[config.mk]
export PLATFORM = sky130hd
export DESIGN_NAME = sorted_set_insert_pop
export DESIGN_NICKNAME = d
export VERILOG_FILES = /design/src/hdl/ssip_pkg.sv /design/src/hdl/sorted_set_insert_pop.sv /design/src/hdl/ssip_ctrl.sv /design/src/hdl/ssip_dpath.sv
export SDC_FILE = /design/constraint.sdc
export NUM_CORES = 2
export LEC_CHECK = 0
export ABC_AREA = 0
export BUFFER_PORTS_ARGS = -buffer_cell sky130_fd_sc_hd__buf_2
export CORE_MARGIN = 5
export CORE_UTILIZATION = 40
export CTS_CLUSTER_SIZE = 10
export DETAILED_ROUTE_END_ITERATION = 10
export HOLD_SLACK_MARGIN = 0.1
export PLACE_DENSITY = 0.62
export SYNTH_ARGS = -nofsm -noshare
export SYNTH_HDL_FRONTEND = slang
export SYNTH_SLANG_ARGS = --single-unit
[constraint.sdc]
create_clock -name clk -period 8.26 [get_ports clk]
set_input_delay 1.652 -clock clk [delete_from_list [all_inputs] [get_ports clk]]
set_output_delay 1.652 -clock clk [all_outputs]
set_load 0.03 [all_outputs]
[src/hdl/ssip_pkg.sv]
// Shared types, codes and defaults for the sorted set insert/pop block.
package ssip_pkg;

  localparam int DEF_CAPACITY  = 16;
  localparam int DEF_KEY_WIDTH = 32;

  // Fixed field widths on the ports
  localparam int KEY_PORT_W   = 32;
  localparam int STATUS_W     = 2;
  localparam int COUNT_PORT_W = 5;
  localparam int OUT_DATA_W   = 40;

  // Command codes
  localparam logic CMD_INSERT = 1'b0;
  localparam logic CMD_POP    = 1'b1;

  // Result status codes
  localparam logic [STATUS_W-1:0] STAT_OK    = 2'd0;
  localparam logic [STATUS_W-1:0] STAT_DUP   = 2'd1;
  localparam logic [STATUS_W-1:0] STAT_UNDER = 2'd2;
  localparam logic [STATUS_W-1:0] STAT_FULL  = 2'd3;

  typedef enum logic [1:0] {
    ST_IDLE = 2'b01,
    ST_EXEC = 2'b10
  } ctrl_state_t;

  // Controller to datapath commands
  typedef struct packed {
    logic capture;  // latch the incoming item
    logic execute;  // apply the latched item and load the result
  } ctrl_cmd_t;

endpackage

[src/hdl/sorted_set_insert_pop.sv]
// Top level of the sorted set insert/pop block.
//
// Keeps up to CAPACITY distinct keys in sorted order, smallest first, or
// largest first while the order register is set.
// Input channel (in_*): in_tuser is the command (0 insert, 1 pop), in_tdata
// the key. Each item gives exactly one result item.
// Result channel (out_*): out_tuser is the status (ok, duplicate, underflow,
// full), out_tdata carries the front key, its valid bit and the count.
// Configuration: pulse cfg_wr_en with cfg_wr_data to set the order; write
// only while no item is in flight. Held keys are not re-sorted.
// Sequence: the item is captured into the key and command registers, then
// the whole register row compares and shifts in parallel as the result
// register loads; no new item is taken until that execute step is done.
// Reset (rst_n low, synchronous): store empty, ascending order, no result.
// Stall: a result waits in the output register while out_tready is low; a
// new item is taken in the cycle the waiting result is taken, not before.
module sorted_set_insert_pop #(
  parameter int CAPACITY  = ssip_pkg::DEF_CAPACITY,
  parameter int KEY_WIDTH = ssip_pkg::DEF_KEY_WIDTH
) (
  input  logic                                clk,
  input  logic                                rst_n,
  input  logic                                cfg_wr_en,
  input  logic                                cfg_wr_data,  // descending_order
  input  logic                                in_tvalid,
  output logic                                in_tready,
  input  logic [ssip_pkg::KEY_PORT_W-1:0]     in_tdata,     // key
  input  logic                                in_tuser,     // command
  output logic                                out_tvalid,
  input  logic                                out_tready,
  // front_key [31:0], front_valid [32], entry_count [37:33], zero [39:38]
  output logic [ssip_pkg::OUT_DATA_W-1:0]     out_tdata,
  output logic [ssip_pkg::STATUS_W-1:0]       out_tuser     // status
);
  import ssip_pkg::*;

  ctrl_cmd_t                cmd;
  logic [STATUS_W-1:0]      res_status;
  logic [KEY_PORT_W-1:0]    res_front_key;
  logic                     res_front_valid;
  logic [COUNT_PORT_W-1:0]  res_count;

  // Sequence: capture the item, then execute and load the result register
  ssip_ctrl u_ctrl (
    .clk        (clk),
    .rst_n      (rst_n),
    .in_tvalid  (in_tvalid),
    .in_tready  (in_tready),
    .out_tvalid (out_tvalid),
    .out_tready (out_tready),
    .cmd        (cmd)
  );

  // Hold the keys, order register and result payload
  ssip_dpath #(
    .CAPACITY  (CAPACITY),
    .KEY_WIDTH (KEY_WIDTH)
  ) u_dpath (
    .clk             (clk),
    .rst_n           (rst_n),
    .cmd             (cmd),
    .cfg_wr_en       (cfg_wr_en),
    .cfg_wr_data     (cfg_wr_data),
    .in_cmd          (in_tuser),
    .in_key          (in_tdata),
    .res_status      (res_status),
    .res_front_key   (res_front_key),
    .res_front_valid (res_front_valid),
    .res_count       (res_count)
  );

  // Pack the result fields, lowest first, pad to whole bytes
  assign out_tdata = {2'b00, res_count, res_front_valid, res_front_key};
  assign out_tuser = res_status;

endmodule

[src/hdl/ssip_ctrl.sv]
// Controller state machine: input handshake, sequencing and result valid.
module ssip_ctrl (
  input  logic                 clk,
  input  logic                 rst_n,
  input  logic                 in_tvalid,
  output logic                 in_tready,
  output logic                 out_tvalid,
  input  logic                 out_tready,
  output ssip_pkg::ctrl_cmd_t  cmd
);
  import ssip_pkg::*;

  ctrl_state_t state_r, state_nxt;
  logic        out_valid_r, out_valid_nxt;
  logic        accept;

  // Take an item only while idle and when the result slot is free or drains this cycle
  assign in_tready  = (state_r == ST_IDLE) && (!out_valid_r || out_tready);
  assign accept     = in_tvalid && in_tready;
  assign out_tvalid = out_valid_r;

  always_comb begin
    state_nxt   = state_r;
    cmd.capture = 1'b0;
    cmd.execute = 1'b0;
    unique case (state_r)
      ST_IDLE: begin
        if (accept) begin
          cmd.capture = 1'b1;
          state_nxt   = ST_EXEC;
        end
      end
      ST_EXEC: begin
        cmd.execute = 1'b1;
        state_nxt   = ST_IDLE;
      end
      default: begin
        state_nxt = ST_IDLE;
      end
    endcase
  end

  always_comb begin
    out_valid_nxt = out_valid_r;
    if (cmd.execute) begin
      out_valid_nxt = 1'b1;
    end else if (out_tready) begin
      out_valid_nxt = 1'b0;
    end
  end

  always_ff @(posedge clk) begin
    if (!rst_n) begin
      state_r     <= ST_IDLE;
      out_valid_r <= 1'b0;
    end else begin
      state_r     <= state_nxt;
      out_valid_r <= out_valid_nxt;
    end
  end

endmodule

[src/hdl/ssip_dpath.sv]
// Datapath: sorted register row with parallel compare, count and result registers.
module ssip_dpath #(
  parameter int CAPACITY  = ssip_pkg::DEF_CAPACITY,
  parameter int KEY_WIDTH = ssip_pkg::DEF_KEY_WIDTH
) (
  input  logic                                 clk,
  input  logic                                 rst_n,
  input  ssip_pkg::ctrl_cmd_t                  cmd,
  input  logic                                 cfg_wr_en,
  input  logic                                 cfg_wr_data,
  input  logic                                 in_cmd,
  input  logic [ssip_pkg::KEY_PORT_W-1:0]      in_key,
  output logic [ssip_pkg::STATUS_W-1:0]        res_status,
  output logic [ssip_pkg::KEY_PORT_W-1:0]      res_front_key,
  output logic                                 res_front_valid,
  output logic [ssip_pkg::COUNT_PORT_W-1:0]    res_count
);
  import ssip_pkg::*;

  localparam int CNT_W = $clog2(CAPACITY + 1);

  logic                 desc_r;
  logic                 cmd_r;
  logic [KEY_WIDTH-1:0] key_r;
  logic [KEY_WIDTH-1:0] ent_r   [CAPACITY];
  logic [KEY_WIDTH-1:0] ent_nxt [CAPACITY];
  logic [KEY_WIDTH-1:0] prev    [CAPACITY];
  logic [CNT_W-1:0]     cnt_r, cnt_nxt;

  logic [CAPACITY-1:0]  valid, ahead, equal, stop, cum, first;
  logic                 dup, full, empty;
  logic [STATUS_W-1:0]  status;

  logic [STATUS_W-1:0]     status_r;
  logic [KEY_PORT_W-1:0]   front_key_r;
  logic                    front_valid_r;
  logic [COUNT_PORT_W-1:0] count_r;

  // Compare every held entry against the key at once
  always_comb begin
    for (int i = 0; i < CAPACITY; i++) begin
      valid[i] = CNT_W'(i) < cnt_r;
      ahead[i] = desc_r ? (ent_r[i] > key_r) : (ent_r[i] < key_r);
      equal[i] = ent_r[i] == key_r;
      stop[i]  = !valid[i] || !ahead[i];
    end
    cum[0]   = stop[0];
    first[0] = stop[0];
    prev[0]  = key_r;
    for (int i = 1; i < CAPACITY; i++) begin
      cum[i]   = cum[i-1] | stop[i];
      first[i] = stop[i] & !cum[i-1];
      prev[i]  = ent_r[i-1];
    end
  end

  assign dup   = |(first & valid & equal);
  assign full  = cnt_r == CNT_W'(CAPACITY);
  assign empty = cnt_r == '0;

  always_comb begin
    for (int i = 0; i < CAPACITY; i++) begin
      ent_nxt[i] = ent_r[i];
    end
    cnt_nxt = cnt_r;
    status  = STAT_OK;
    if (cmd_r == CMD_POP) begin
      if (empty) begin
        status = STAT_UNDER;
      end else begin
        // Advance every entry one place toward the front
        for (int i = 0; i < CAPACITY - 1; i++) begin
          ent_nxt[i] = ent_r[i+1];
        end
        cnt_nxt = cnt_r - CNT_W'(1);
      end
    end else if (dup) begin
      status = STAT_DUP;
    end else if (full) begin
      status = STAT_FULL;
    end else begin
      // Hold entries ahead of the key, drop the key in, shift the rest back
      for (int i = 0; i < CAPACITY; i++) begin
        if (!cum[i]) begin
          ent_nxt[i] = ent_r[i];
        end else if (first[i]) begin
          ent_nxt[i] = key_r;
        end else begin
          ent_nxt[i] = prev[i];
        end
      end
      cnt_nxt = cnt_r + CNT_W'(1);
    end
  end

  always_ff @(posedge clk) begin
    if (!rst_n) begin
      desc_r <= 1'b0;
      cnt_r  <= '0;
    end else begin
      if (cfg_wr_en) begin
        desc_r <= cfg_wr_data;
      end
      if (cmd.execute) begin
        cnt_r <= cnt_nxt;
      end
    end
  end

  always_ff @(posedge clk) begin
    if (cmd.capture) begin
      cmd_r <= in_cmd;
      key_r <= KEY_WIDTH'(in_key);
    end
    if (cmd.execute) begin
      for (int i = 0; i < CAPACITY; i++) begin
        ent_r[i] <= ent_nxt[i];
      end
      status_r      <= status;
      front_key_r   <= (cnt_nxt != '0) ? KEY_PORT_W'(ent_nxt[0]) : '0;
      front_valid_r <= cnt_nxt != '0;
      count_r       <= COUNT_PORT_W'(cnt_nxt);
    end
  end

  assign res_status      = status_r;
  assign res_front_key   = front_key_r;
  assign res_front_valid = front_valid_r;
  assign res_count       = count_r;

endmodule

==> results.sh <==
export IMPL_cts_hold_buf=0
export IMPL_ys_async_sr_fraction_pct=0
export IMPL_grt_max_degree=225
export IMPL_hold_viol=0
export IMPL_clkTransAtPathRegs_ns=0.06
export IMPL_dp_cells=5418
export IMPL_leakage_nw=16.9
export IMPL_r2r_start="u_dpath.key_r[8]"
export IMPL_via_per_inst=5.95
export IMPL_synth_distinct_cells=87
export IMPL_die_h_um=332
export IMPL_tightest_slew_ns=1.16
export IMPL_muxShareOfSynthArea_pct=10.4
export IMPL_cp_required_ns=8.62
export IMPL_grt_overflow_total=0
export IMPL_gp_congestion=0.909
export IMPL_status="complete, no violations"
export IMPL_initial_core_util_pct=40.1
export IMPL_fin_setup_tns_ns=0
export IMPL_cp_end_kind="register"
export IMPL_netlist_area_um2=41300
export IMPL_avgSynthCellArea_um2=10.1
export IMPL_io_pins=83
export IMPL_drv_slew=0
export IMPL_worst_path_largest_cell_delay_ns=0.83
export IMPL_relSlewSlack_pct=22.5
export IMPL_core_um2=103000
export IMPL_yosysMostFrequentCell="edfxtp_1"
export IMPL_antenna_found_initial=1
export IMPL_synth_fa_ha_area_share_pct=15.6
export IMPL_nNetsFinal=4668
export IMPL_cpMaxStageDelayCell="edfxtp_1"
export IMPL_cts_buffer_depth=3
export IMPL_fmax_ghz=0.138
export IMPL_fp_row_count=118
export IMPL_antenna_cells=0
export IMPL_start_kind="register"
export IMPL_final_cell_count_no_fill=5535
export IMPL_crit_arrival_ns=7.61
export IMPL_post_cts_setup_buffers=0
export IMPL_setup_viol_count_final=0
export IMPL_skew_ns=0.0182
export IMPL_final_area_um2=45600
export IMPL_grt_setup_unrepaired="false"
export IMPL_drc=0
export IMPL_synth_top_area_share_pct=42.5
export IMPL_synth_seq_cells=594
export IMPL_setup_worst_path_end="u_dpath.res_front_key[27]"
export IMPL_die_w_um=332
export IMPL_yosysWarnings=0
export IMPL_dieArea_um2=110000
export IMPL_critical_path_depth=18
export IMPL_synthTopCellsByArea="edfxtp_1, ha_1, mux2i_1"
export IMPL_firstDrtPassIters=5
export IMPL_r2r_end="u_dpath.res_front_key[27]"
export IMPL_ff2ff_path_depth=18
export IMPL_power_w=0.00741
export IMPL_path_class="reg -> reg"
export IMPL_ant_nets=0
export IMPL_grt_pass1_wl_mm=199
export IMPL_crit_start="u_dpath.key_r[8]"
export IMPL_syn_to_final_growth_pct=10.4
export IMPL_nFillCells=9897
export IMPL_io_buffer_count=80
export IMPL_numCtsBuffers=74
export IMPL_drtIter0Drc=3230
export IMPL_post_drt_wl_per_cell_um=23.9
export IMPL_synth_simple_gate_area_share_pct=12.6
export IMPL_synth_compound_area_share_pct=15.5
export IMPL_synth_top_family_by_area="adder cells"
export IMPL_via_count=32900
export IMPL_p_per_area_nw_per_um2=162
export IMPL_vdd_drop_max_mv=0.155
export IMPL_crit_chain="inv_1 > buf_4 > ha_1 > a21oi_1 > o21ai_0 > a221oi_1 > o21ai_0 > a2111oi_0 > o21ba_2 > nor3_1 > nor4bb_1 > nand3_1 > a31o_1 > a221oi_1 > a21oi_2 > nor2_4 > buf_4 > a21boi_1"
export IMPL_crit_fanout=28
export IMPL_crit_family="compound AO/OA/AOI/OAI gates"
export IMPL_synth_xor_xnor_area_share_pct=0.0212
export IMPL_insertion_delay_ns=0.63
export IMPL_finalWirelength_mm=132
export IMPL_hp_class="reg -> reg"
export IMPL_synth_top_cell_by_area="edfxtp_1"
export IMPL_first_global_vias=32200
export IMPL_synthTopCellsByCount="edfxtp_1, nand2_1, o21ai_0, ha_1, mux2i_1"
export IMPL_post_dp_hpwl_mm=95.5
export IMPL_placed_area_um2=43500
export IMPL_regToRegSetupSlack_ns=1.02
export IMPL_drive_above_1_share_pct=8.30
export IMPL_grt_use_total_pct=23.0
export IMPL_synth_edff_count=585
export IMPL_htreeDepth=3
export IMPL_fin_crit_sh_pct=87.7
export IMPL_drv_cap=0
export IMPL_yosysSeqAreaShare_pct=42.9
export IMPL_synth_main_ff_cell="edfxtp_1"
export IMPL_cts_root_buffer_cell="clkbuf_16"
export IMPL_min_period_ns=7.24
export IMPL_syn_inst=4089
export IMPL_crit_buf_inv=3
export IMPL_cts_sinks=594
export IMPL_cts_tree="done"
export IMPL_ctsResizeCount=0
sequential cells by signal, summed over array words and instances, names as in the netlist, 2 cells and up:
signal and count:
u_ctrl.state_r 2, u_dpath.cnt_r 5, u_dpath.ent_r 512, u_dpath.key_r 32, u_dpath.res_count 5, u_dpath.res_front_key 32, u_dpath.res_status 2
cell type report:
type / count / area (um^2) / share of cell area, %
repair buffers: 174 / 1160 / 2.53
clock inverters: 15 / 72.6 / 0.159
clock buffers: 102 / 2040 / 4.47
flip-flops and latches: 594 / 17700 / 38.9
inverters: 79 / 298 / 0.652
well taps: 1380 / 1730 / 3.78
multi-input cells: 3191 / 22600 / 49.5
routing by layer:
metal	vias to the layer above	part of all wire, %	global-route usage, %
met2	1208	46	37.3
met1	16000	44	31.4
met3	235	6.1	2.99
met5	-	0	0
met4	0	4.0	9.33
li1	15500	-	-
power breakdown:
group	leakage, nW	total [W]	internal [W]	switching [W]
clock	1.02	0.00300	0.00171	0.00129
sequential	5.41	0.00345	0.00338	0.0000669
combinational	10.5	0.000966	0.000320	0.000646
layout by cell type (no fill, tap or decap), types with 37 or more instances in the layout:
| cell | n |
|---|---|
| o21ai_0 | 526 |
| mux2i_1 | 392 |
| buf_4 | 90 |
| nand3_1 | 78 |
| nand4_1 | 98 |
| buf_2 | 80 |
| ha_1 | 515 |
| nand2_1 | 578 |
| a21o_1 | 54 |
| a21oi_1 | 278 |
| nor2_1 | 169 |
| edfxtp_1 | 585 |
| inv_1 | 76 |
| clkbuf_16 | 77 |
| o21ai_1 | 37 |
how the worst min path moves through the flow:
| stage | start | end | cells past startpoint |
|---|---|---|---|
| after floorplan | u_dpath.ent_r[0][160] | u_dpath.ent_r[0][128] | 2 |
| after global placement | u_dpath.ent_r[1][234] | u_dpath.ent_r[1][202] | 2 |
| after detailed placement | u_dpath.ent_r[1][234] | u_dpath.ent_r[1][202] | 2 |
| after CTS | u_dpath.ent_r[1][242] | u_dpath.ent_r[1][210] | 2 |
| after global routing | u_dpath.ent_r[1][247] | u_dpath.ent_r[1][215] | 2 |
| final | u_dpath.ent_r[1][233] | u_dpath.ent_r[1][201] | 2 |
through the flow:
stage                     hold WS [ns]  worst slack [ns]  utilization, %
after floorplan                  0.522              1.42               -
after global placement           0.547              1.31            42.2
after detailed placement         0.551              1.22            42.2
after CTS                        0.563              1.19            44.3
after global routing             0.587             0.849            44.3
final                            0.563              1.02            44.3
worst reg2reg max path, delay by kind of cell (launching register included):
kind                       cells  cell delay [ns]
buffers and inverters          3             1.26
adders and majority gates      1             0.18
AOI/OAI and AO/OA             10             2.81
and+or+nand+nor                4             1.91
DFF                            1             0.83
logic make-up after synthesis:
kind of cell / after synthesis
xor+xnor: 1
fa+ha+maj: 515
other cells: 1
mux: 426
buf+inv: 305
flops: 594
simple gates: 1128
compound gates: 1119
Power figures use the tool's default switching activity.
